### src/hdl/inner_hair_cell_synapse_top_defines.svh
// assertion helpers shared by the synapse rtl
`ifndef INNER_HAIR_CELL_SYNAPSE_TOP_DEFINES_SVH
`define INNER_HAIR_CELL_SYNAPSE_TOP_DEFINES_SVH

// same-cycle implication, checked while out of reset
`define IHCS_ASSERT_IMP(lbl, a, c, msg) \
  lbl: assert property (@(posedge clk) disable iff (!rst_n) (a) |-> (c)) else $error(msg);

// next-cycle implication, checked while out of reset
`define IHCS_ASSERT_NXT(lbl, a, c, msg) \
  lbl: assert property (@(posedge clk) disable iff (!rst_n) (a) |=> (c)) else $error(msg);

`endif

### src/hdl/ihcs_pkg.sv
package ihcs_pkg;

  localparam logic [31:0] MAX32 = 32'hFFFF_FFFF;

  // register map of the configuration port
  typedef enum logic [2:0] {
    REG_PERM_A    = 3'd0,
    REG_PERM_B    = 3'd1,
    REG_RELEASE   = 3'd2,
    REG_REPLENISH = 3'd3,
    REG_REPROCESS = 3'd4,
    REG_RECOVERY  = 3'd5,
    REG_LOSS_REC  = 3'd6,
    REG_FIRING    = 3'd7
  } cfg_reg_t;

  typedef enum logic [4:0] {
    ST_CLEAR,
    ST_IDLE,
    ST_READ,
    ST_KDIV,
    ST_KMUL,
    ST_S1,
    ST_S2,
    ST_S3,
    ST_S4,
    ST_S5,
    ST_S6,
    ST_E1,
    ST_E2,
    ST_E3,
    ST_ENORM,
    ST_EDIV1,
    ST_ET,
    ST_ER,
    ST_EDIV2,
    ST_EQ,
    ST_EDIV3,
    ST_EW,
    ST_EW2,
    ST_EDIV4,
    ST_WRITE,
    ST_SPK
  } state_t;

  // one memory word holds all three stores of a channel
  typedef struct packed {
    logic [31:0] q;
    logic [31:0] c;
    logic [31:0] w;
  } chan_state_t;

  typedef struct packed {
    logic        start;
    logic [6:0]  steps;
    logic [33:0] rem0;
    logic [63:0] dvd;
    logic [33:0] den;
  } div_req_t;

  typedef struct packed {
    logic        busy;
    logic        done;
    logic [64:0] quo;
    logic [33:0] rem;
  } div_rsp_t;

endpackage

### src/hdl/ihcs_div.sv
module ihcs_div (
  input  logic               clk,
  input  logic               rst_n,
  input  ihcs_pkg::div_req_t req,
  output ihcs_pkg::div_rsp_t rsp
);
  import ihcs_pkg::*;

  logic        busy_r;
  logic        done_r;
  logic        first_r;
  logic [6:0]  cnt_r;
  logic [33:0] rem_r;
  logic [63:0] dvd_r;
  logic [33:0] den_r;
  logic [64:0] quo_r;

  logic [34:0] cand;
  logic [34:0] diff;
  logic        ge;
  logic [33:0] rem_nxt;

  // first step compares the preloaded remainder, later steps shift in one bit
  always_comb begin
    cand    = first_r ? {1'b0, rem_r} : {rem_r, dvd_r[63]};
    diff    = cand - {1'b0, den_r};
    ge      = (cand >= {1'b0, den_r});
    rem_nxt = ge ? diff[33:0] : cand[33:0];
  end

  always_ff @(posedge clk) begin
    if (!rst_n) begin
      busy_r  <= 1'b0;
      done_r  <= 1'b0;
      first_r <= 1'b0;
      cnt_r   <= '0;
    end else begin
      done_r <= 1'b0;
      if (req.start && !busy_r) begin
        busy_r  <= 1'b1;
        first_r <= 1'b1;
        cnt_r   <= req.steps;
      end else if (busy_r) begin
        if (first_r) begin
          first_r <= 1'b0;
        end else begin
          cnt_r <= cnt_r - 7'd1;
          if (cnt_r == 7'd1) begin
            busy_r <= 1'b0;
            done_r <= 1'b1;
          end
        end
      end
    end
  end

  always_ff @(posedge clk) begin
    if (req.start && !busy_r) begin
      rem_r <= req.rem0;
      dvd_r <= req.dvd;
      den_r <= req.den;
      quo_r <= '0;
    end else if (busy_r) begin
      rem_r <= rem_nxt;
      quo_r <= {quo_r[63:0], ge};
      if (!first_r) begin
        dvd_r <= {dvd_r[62:0], 1'b0};
      end
    end
  end

  assign rsp.busy = busy_r;
  assign rsp.done = done_r;
  assign rsp.quo  = quo_r;
  assign rsp.rem  = rem_r;

endmodule

### config.mk
export PLATFORM = sky130hd
export DESIGN_NAME = ihcs_div
export DESIGN_NICKNAME = d
export VERILOG_FILES = /design/src/hdl/inner_hair_cell_synapse_top_defines.svh /design/src/hdl/ihcs_pkg.sv /design/src/hdl/ihcs_div.sv
export SDC_FILE = /design/constraint.sdc
export NUM_CORES = 1
export LEC_CHECK = 0
export ABC_AREA = 1
export BUFFER_PORTS_ARGS = -buffer_cell sky130_fd_sc_hd__buf_2
export CAP_MARGIN = 40
export CELL_PAD_IN_SITES_DETAIL_PLACEMENT = 1
export CELL_PAD_IN_SITES_GLOBAL_PLACEMENT = 1
export CORE_ASPECT_RATIO = 0.5
export CORE_MARGIN = 4
export CORE_UTILIZATION = 40
export DETAILED_ROUTE_END_ITERATION = 10
export GPL_TIMING_DRIVEN = 0
export MAX_ROUTING_LAYER = met4
export PLACE_DENSITY_LB_ADDON = 0.25
export SYNTH_ARGS = -nofsm -noshare
export SYNTH_HDL_FRONTEND = slang
export SYNTH_SLANG_ARGS = --single-unit
### constraint.sdc
create_clock -name clk -period 3.8 [get_ports clk]
set_clock_uncertainty 0.1 [all_clocks]
set_input_delay 0.19 -clock clk [delete_from_list [all_inputs] [get_ports clk]]
set_output_delay 0.19 -clock clk [all_outputs]
set_load 0.1 [all_outputs]
== After elaboration in Yosys (flattened, before gate mapping) ==
Cells that the tools add are included.
Storage, ports and cells
  latch bits: 0
  output and inout bits: 101
  register bits after elaboration: 207
  logic and storage cells: 37
  memories: 0
  RAM bits: 0
  memory bits (read-only): 0
Cells by class
  multiply operators: 0
  bitwise operators: 2
  reductions and logical operators: 5
  order comparisons: 1
  add/subtract/negate cells: 2
  equality and inequality tests: 2
  multiplexer cells: 17
  div/mod/pow operators: 0
  shift-type cells: 0
Operators by type and width (number)
  $mux 64: 3
  $mux 34: 3
  $ge 35x34->1: 1
  $mux 35: 1
  $sub 34x34->34: 1
  $mux 7: 3
  $eq 7x1->1 const B: 1
  $mux 1: 7
  $sub 7x1->7 const B: 1
  $reduce_or 4->1: 1
  $ne 2x1->1 const B: 1
  $not 1->1: 2
  $reduce_and 2->1: 1
  $reduce_bool 2->1: 1
  $logic_and 1x1->1: 1
  $logic_not 1->1: 1

== Depth between registers and ports, before layout ==
Gate-level depths: netlist of the first run.
  depth after elaboration: 5
  gate-level depth with buffers: 22

== Worst setup path before layout of the first run ==
No wires, ideal clock.
  path kind: reg2reg
  start: register rem_r[8]
  end: register rem_r[29], data pin
  slack: 0.616 ns
  required time: 3.446 ns
  path buffers: 2
  cell stages (with the launch flop): 20
  arrival time: 2.830 ns
  clock period less this slack: 3.184 ns
  library setup time: 0.254 ns
  path through: edfxtp_1 or2_2 o21ai_0 inv_1 ha_1 nand2_1 nor2_2 inv_1 nor2_1 nand2_1 nand3_2 nand2_2 nand2_2 nand2_4 nand2_2 buf_6 buf_8 nand3_2 nand3_1 nand2_1
On the way
  longest elaborated chain between the ends: 5
  elaborated cells between the ends (all ways): 6
Ends and longest elaborated chain
  start: declaration: RTL line ihcs_div.sv:13  | logic [33:0] rem_r;
  start signal: assignment: RTL line ihcs_div.sv:59  | rem_r <= req.rem0;
  start signal: assignment: RTL line ihcs_div.sv:64  | rem_r <= rem_nxt;
  $mux 35 (*): RTL line ihcs_div.sv:25  | cand = first_r ? {1'b0, rem_r} : {rem_r, dvd_r[63]};
  $sub 34x34->34 or $ge 35x34->1 (tied branches): RTL line ihcs_div.sv:26, ihcs_div.sv:27
  $mux 34 (*): RTL line ihcs_div.sv:28  | rem_nxt = ge ? diff[33:0] : cand[33:0];
  $mux 34 (*): RTL line ihcs_div.sv:63  | end else if (busy_r) begin
  $mux 34 (*): RTL line ihcs_div.sv:58  | if (req.start && !busy_r) begin
Every way passes the cells marked *; elsewhere a longest branch is shown, timed or not. The select of a mux whose other input is x is not followed.
A chain may end at the register's enable or synchronous reset.

== Worst setup path after layout of the first run ==
  start: register first_r
  end: register rem_r[29], data pin
On the way
  longest elaborated chain between the ends: 5
  elaborated cells between the ends (all ways): 6
Ends and longest elaborated chain
  start: declaration: RTL line ihcs_div.sv:11  | logic first_r;
  start signal: assignment: RTL line ihcs_div.sv:35  | first_r <= 1'b0;
  start signal: assignment: RTL line ihcs_div.sv:41  | first_r <= 1'b1;
  start signal: assignment: RTL line ihcs_div.sv:45  | first_r <= 1'b0;
  $mux 35 (*): RTL line ihcs_div.sv:25
  $sub 34x34->34 or $ge 35x34->1 (tied branches): RTL line ihcs_div.sv:26, ihcs_div.sv:27
  $mux 34 (*): RTL line ihcs_div.sv:28
  $mux 34 (*): RTL line ihcs_div.sv:63
  $mux 34 (*): RTL line ihcs_div.sv:58
Marks and branches as above.

==> metrics.md, run 1 <==
| Metric | Value |
|---|---|
| PwrDens | 658 nW/um^2 |
| Unrepaired setup endpoints after global routing | false |
| H-tree levels | 1 |
| Fin. Hold Viols | 0 |
| Slew of the pin with the lowest slew margin | 0.834 ns |
| Slew Viols, Final | 0 |
| CTS Buffer Depth | 3 |
| Layout Cells excl Fill | 2265 |
| Fin crit share | 94.0% |
| Fill count | 3459 |
| Area growth, synth to finish | 35.5% |
| First-pass GRT wire length | 66600 um |
| Worst relative slew slack | between 40% and 50% |
| Yosys warns | 0 |
| Reg clk slew, reported paths | about 0.07 ns |
| Yosys top cell area share | 35.2% |
| CP max FO | 16 |
| Share of post-route cells with drive strength above 1 | 19.6% |
| Final min period | 3.57 ns |
| Worst path arrival time | 3.74 ns |
| Placed cells | ~2100 |
| Root buf cell | clkbuf_16 |
| Clock sink total | ~210 |
| Critical setup path kind | register to register |
| CTS Buf Count | 21 |
| Final GP Congestion | roughly 0.9 |
| Max Freq | 0.280 GHz |
| Leakage | 7.32 nW |
| DP HPWL | 28300 um |
| Worst r2r path cells | 22 |
| Die W | 245 um |
| Clk_lat worst skew | 0.52 ns |
| Chip height | 127 um |
| Vias in the first global route | roughly 12000 |
| Quantity of I/O buffers inserted on ports | 242 |
| Mapped Nets | 1633 |
| Area contributors post-synth | edfxtp_1 35%, nand2_1 16%, dfxtp_1 13% |
| Drt pass-1 iters | 5 |
| Max-cap viol count | 0 |
| Total gr overflow | 0 |
| CTS tree | done |
| Post-synth EDFFs | 132 |
| Count leader, synth | nand2_1 |
| Drt wl/cell | between 15 and 20 um |
| Starting DRT DRC Count | between 600 and 700 |
| Io pins | approximately 240 |
| Starting density of the core | 40.7% |
| Setup bufs post-CTS | 0 |
| DR vias/cell | 5.02 |
| CP Capture Type | register |
| #FFs+latches synth | 207 |
| Netlist cell types | 42 |
| Startpoint Class | register |
| Post-synthesis cell area | 11300 sq um |
| Routed vias | 11400 |
| Die Footprint | a little over 30000 sq um |
| VDD IR-drop max | between 0.3 and 0.4 mV |
| Sequential area share after synthesis | 48.5% |
| Post-Syn Area per Cell | a little under 8 sq um |
| Most common library cells after synthesis | 485 x nand2_1, 236 x inv_1, 132 x edfxtp_1, 103 x nand3_1, 75 x dfxtp_1 |
| Worst Hold Depth | 2 |
| Nets@finish | 2042 |
| Drt total wl | 42700 um |
| Synth Instances | between 1000 and 1500 |
| Setup TNS Final | 0 ns |
| Main synth FF type | edfxtp_1 |
| Synth area leader | edfxtp_1 |
| Final ANT Viol Nets | 0 |
| Rows | 43 |
| Core area | between 20000 and 30000 sq um |
| Hold Crit Class | primary input to register |
| Critical path required time | approximately 4 ns |
| Status | complete, no violations |
| Ys async rst share | 0% |
| Largest net degree at the start of global routing | 60 |
| Number of antenna violations at the first check in global routing | 3 |
| Final-report setup violation count | 0 |
| Placed Instance Area | about 13000 sq um |
| Total track usage | 27.6% |
| Final instance area | 15300 sq um |
| DRC violations left | 0 |
## sequential cells by signal, summed over array words and instances (netlist names)
name     flops
busy_r       1
dvd_r       64
den_r       34
first_r      1
cnt_r        7
done_r       1
quo_r       65
rem_r       34
## per-stage QoR
step	worst slack [ns]	utilization [%]	hold WS, ns	total power [mW]
after CTS	0.0110	54.8	0.252	9.95
after floorplan	0.616	-	0.189	6.48
final	0.229	55.1	0.271	10.1
after global placement	-0.197	46.8	0.267	7.46
after global routing	0.00240	55.1	0.252	10.6
after detailed placement	0.0230	47.1	0.269	7.58
## where the power goes
group          leakage [nW]  internal [mW]  switching, mW
clock network         0.356           1.27          0.983
registers              1.91           2.80          0.176
logic                  5.05           1.34           3.48
total                  7.32           5.41           4.64
## timing repair
action                                  in CTS  in global routing
pin swaps                                    0                  0
endpoints found under the setup margin       4                 35
hold buffers                               142                  0
resized for setup                            0                 23
hold endpoints to repair                   143                  0
## kinds of logic after synthesis
logic type | count (synthesis) | share of synthesized area (%)
flops | 207 | 48.5
buf+inv | 304 | 10.6
compound gates | 167 | 8.44
simple gates | 718 | 26.7
mux | 3 | 0.266
xor+xnor | 18 | 1.40
fa+ha+maj | 37 | 4.17
## worst paths after layout
path	end	start	slack [ns]
worst max-delay path	rem_r[29]$_DFFE_PP_	first_r$_SDFFE_PN0P_	0.23
worst min-delay path	den_r[22]$_DFFE_PP_	req[22]	0.27
worst max register to register	rem_r[29]$_DFFE_PP_	first_r$_SDFFE_PN0P_	0.23
worst min register to register	quo_r[41]$_SDFFE_PP0P_	quo_r[40]$_SDFFE_PP0P_	0.39
## cell usage in the layout, fill, tap and decap left out, drive strengths merged
master         n
nor2          74
nor3           8
xor2           4
a21boi         1
a21oi         34
mux2i          3
buf          267
fa             1
inv          249
clkinvlp       1
dlygate4sd3  142
clkinv         8
nand4          5
a21o           1
o21ai         61
a211oi         1
ha            36
o21bai         3
nand3b         1
o221ai         1
bufinv         2
a31oi          1
diode          5
xnor2         14
nand3        108
or2           31
nor4           1
dfxtp         75
nand2        490
o22ai         64
edfxtp       132
clkbuf        59
## layout make-up
cell class,instances,area [sq um],share of cell area (%)
flip-flops and latches,207,5470,35.8
multi-input cells,943,4680,30.7
repair buffers,387,2720,17.8
inverters,249,937,6.13
clock buffers,27,601,3.93
well taps,382,478,3.13
plain buffers,54,264,1.73
clock inverters,11,121,0.794
diodes,5,12.5,0.0819
## critical path, stage by stage (launching register included)
cell     delay, ns
dfxtp_1       0.32
buf_6         0.18
inv_4         0.12
buf_2         0.21
or2_2         0.29
o21ai_0       0.11
inv_1         0.08
ha_1          0.40
nand2_2       0.09
inv_2         0.06
nand2_1       0.08
nor2_1        0.11
nand2_1       0.07
nand3_2       0.12
nand2_2       0.10
nand2_2       0.11
nand2_4       0.08
nand2_2       0.08
buf_6         0.17
buf_8         0.17
nand3_2       0.08
nand3_1       0.08
nand2_1       0.08
## per-layer routing
layer	up-vias	part of all wire, %	GRT usage (%)
met1	5538	41	31.8
met4	0	2.7	7.76
li1	5470	-	-
met2	289	51	49.9
met5	-	0	-
met3	81	4.8	5.01
Power figures use the tool's default switching activity.
==> run 2, diff against run 1 <==
- CORE_MARGIN: 4 -> 8
==> metrics.md, run 2 (synthesis gave the netlist of run 1 again) <==
| Metric | Value |
|---|---|
| VDD IR-drop max | 0.407 mV (+2.6%) |
| Max Freq | 0.275 GHz (-1.7%) |
| Reg clk slew, reported paths | 0.07 ns (about the same) |
| DP HPWL | 29200 um (+3.1%) |
| FF-to-FF setup slack | 0.17 ns (-0.06 ns) |
| Critical path's slowest cell | dfxtp_1 |
| Most frequent cells in the layout | 483 x nand2_1, 252 x buf_2, 236 x inv_1 |
| Quantity of I/O buffers inserted on ports | 242 (unchanged) |
| Largest registers | quo_r (65), dvd_r (64) |
| Layout Cells excl Fill | 2269 (+0.18%) |
| Final min period | 3.63 ns (+0.0608 ns) |
| Drt total wl | 43300 um (+1.3%) |
| FF-to-FF Start | first_r$_SDFFE_PN0P_ |
| Nets@finish | 2047 (+0.24%) |
| Worst setup path endpoint | rem_r[30]$_DFFE_PP_ |
| Commonest non-fill, non-tap cell in the layout | nand2_1 |
| CTS Buf Count | 21 (unchanged) |
| Die Footprint | 34100 sq um (+9.8%) |
| Area growth, synth to finish | 35.5% (unchanged) |
| Share of post-route cells with drive strength above 1 | 20.2% (+0.53 points) |
| Starting density of the core | 40.7% (unchanged) |
| Area of the multi-input gates | 4730 sq um (+0.99%) |
| Max-cap viol count | 0 (unchanged) |
| Chip height | 135 um (+6.3%) |
| Reg area | 5470 sq um (unchanged) |
| Reg with most FFs | quo_r |
| Die W | 253 um (+3.3%) |
| Slew of the pin with the lowest slew margin | 0.861 ns (+0.0267 ns) |
| Status | complete, no violations |
| Vias in the first global route | 12600 (+1.3%) |
| Reg2reg end | rem_r[30]$_DFFE_PP_ |
| Final ANT Viol Nets | 0 (unchanged) |
| CP startpoint | first_r$_SDFFE_PN0P_ |
| Total track usage | 25.1% (-2.6 points) |
| Total gr overflow | 0 (unchanged) |
| Final instance area | 15300 sq um (unchanged) |
| Startpoint Class | register |
| Worst r2r path cells | 20 (-9.1%) |
| DRC violations left | 0 (unchanged) |
| PwrDens | 651 nW/um^2 (-1.1%) |
| Worst path cell trace | buf_6 -> inv_2 -> clkbuf_4 -> or2_2 -> o21ai_0 -> inv_1 -> ha_4 -> nand2_1 -> inv_2 -> nand2_1 -> nor3_2 -> nand2_1 -> nor2_2 -> a21oi_4 -> nand2_2 -> buf_8 -> buf_8 -> nand3_2 -> nand3_1 -> nand2_1 |
| Rows | 43 (unchanged) |
| Critical setup path kind | register to register |
| Most frequent CP cell | nand2_1 |
| Placed Instance Area | 13000 sq um (-0.11%) |
| Max reg flops | 65 (unchanged) |
| Clock sink total | 207 (unchanged) |
| Setup TNS Final | 0 ns (unchanged) |
| Drt pass-1 iters | 4 (-1) |
| CP Capture Type | register |
| Root buf cell | clkbuf_16 |
| CP max FO | 10 (-6) |
| Routed vias | 11400 (+0.15%) |
| First-pass GRT wire length | 66500 um (about the same) |
| CTS Buffer Depth | 3 (unchanged) |
| Fin crit share | 95.6% (+1.6 points) |
| Largest net degree at the start of global routing | 39 (-35%) |
| CTS tree | done |
| Leakage | 7.30 nW (-0.29%) |
| Worst path arrival time | 3.80 ns (+0.06 ns) |
| Drt wl/cell | 19.1 um (+1.1%) |
| Slew Viols, Final | 0 (unchanged) |
| CP max stage delay | 0.34 ns (-0.06 ns) |
| Hold slack | 0.267 ns (-0.00440 ns) |
| Clk_lat worst skew | 0.53 ns (about the same) |
| DR vias/cell | 5.02 (about the same) |
| Utilization after layout | 55.1% (unchanged) |
| Critical path required time | 3.97 ns (about the same) |
| Core area | 27700 sq um (unchanged) |
| Fin. Hold Viols | 0 (unchanged) |
| Final GP Congestion | 0.885 (-3.6%) |
| Worst Hold Depth | 2 (unchanged) |
| Hold Crit Class | primary input to register |
| Starting DRT DRC Count | 588 (-2.5%) |
| Worst relative slew slack | 42.6% (-1.8 points) |
| Number of antenna violations at the first check in global routing | 3 (unchanged) |
| Placed cells | 2081 (unchanged) |
| Final-report setup violation count | 0 (unchanged) |
| Io pins | 243 (unchanged) |
| H-tree levels | 1 (unchanged) |
| Fill count | 3500 (+1.2%) |
[run 2: cell count changes in the layout (fill, tap and decap cells not counted), moves of 3 or more]
cell | before | now
clkbuf_1 | 32 | 35
ha_4 | 3 | 6
buf_4 | 3 | 6
ha_2 | 1 | 4
ha_1 | 32 | 26
[run 2: worst min path at each step]
| stage | endpoint | slack, ns | startpoint |
|---|---|---|---|
| 2_1_floorplan | den_r[0]$_DFFE_PP_ | 0.19 | req[0] |
| 3_3_place_gp | den_r[20]$_DFFE_PP_ | 0.27 | req[20] |
| 3_5_place_dp | den_r[23]$_DFFE_PP_ | 0.27 | req[23] |
| 4_1_cts | den_r[0]$_DFFE_PP_ | 0.24 | req[0] |
| 5_1_grt | den_r[24]$_DFFE_PP_ | 0.25 | req[24] |
| 6_report | den_r[24]$_DFFE_PP_ | 0.27 | req[24] |
[run 2: final cells by class]
cell class              count  share of cell area [%]
diodes                      4                  0.0655
plain buffers              55                    1.84
clock buffers              29                    3.91
clock inverters             9                   0.336
inverters                 249                    6.12
multi-input cells         943                    31.0
flip-flops and latches    207                    35.8
well taps                 382                    3.13
repair buffers            391                    17.9
[run 2: timing repair]
action,CTS,global route
endpoints found under the hold margin,143,0
endpoints found under the setup margin,2,35
buffers inserted,0,4
pin swaps,0,3
hold buffers,142,0
resized for setup,1,31
[run 2: routing by layer]
metal,routed length (um),GRT usage (%),up-vias,part of all wire [%]
li1,-,-,5473,-
met1,17500,27.4,5554,41
met2,22000,45.3,269,51
met3,2260,5.47,99,5.2
met4,1500,8.24,0,3.5
met5,0,-,-,0
[run 2: metrics by stage]
step / setup slack (ns) / power (mW)
final: 0.169 / 9.94
after global routing: -0.0271 / 10.5
after CTS: 0.0646 / 9.77
after detailed placement: -0.0124 / 7.60
after global placement: -0.162 / 7.48
after floorplan: 0.616 / 6.48
[run 2: power by group]
part,switching [mW],leakage [nW],internal [mW]
sequential,0.181,1.91,2.80
combinational,3.52,5.06,1.38
clock,0.955,0.328,1.11
total,4.66,7.30,5.29
[run 2: critical path: cells and delay by family, from the launching register on]
family,cells,cell delay (ns)
and+or+nand+nor,10,1.42
AOI/OAI and AO/OA,2,0.22
adders and majority gates,1,0.31
DFF,1,0.34
buffers and inverters,7,0.98
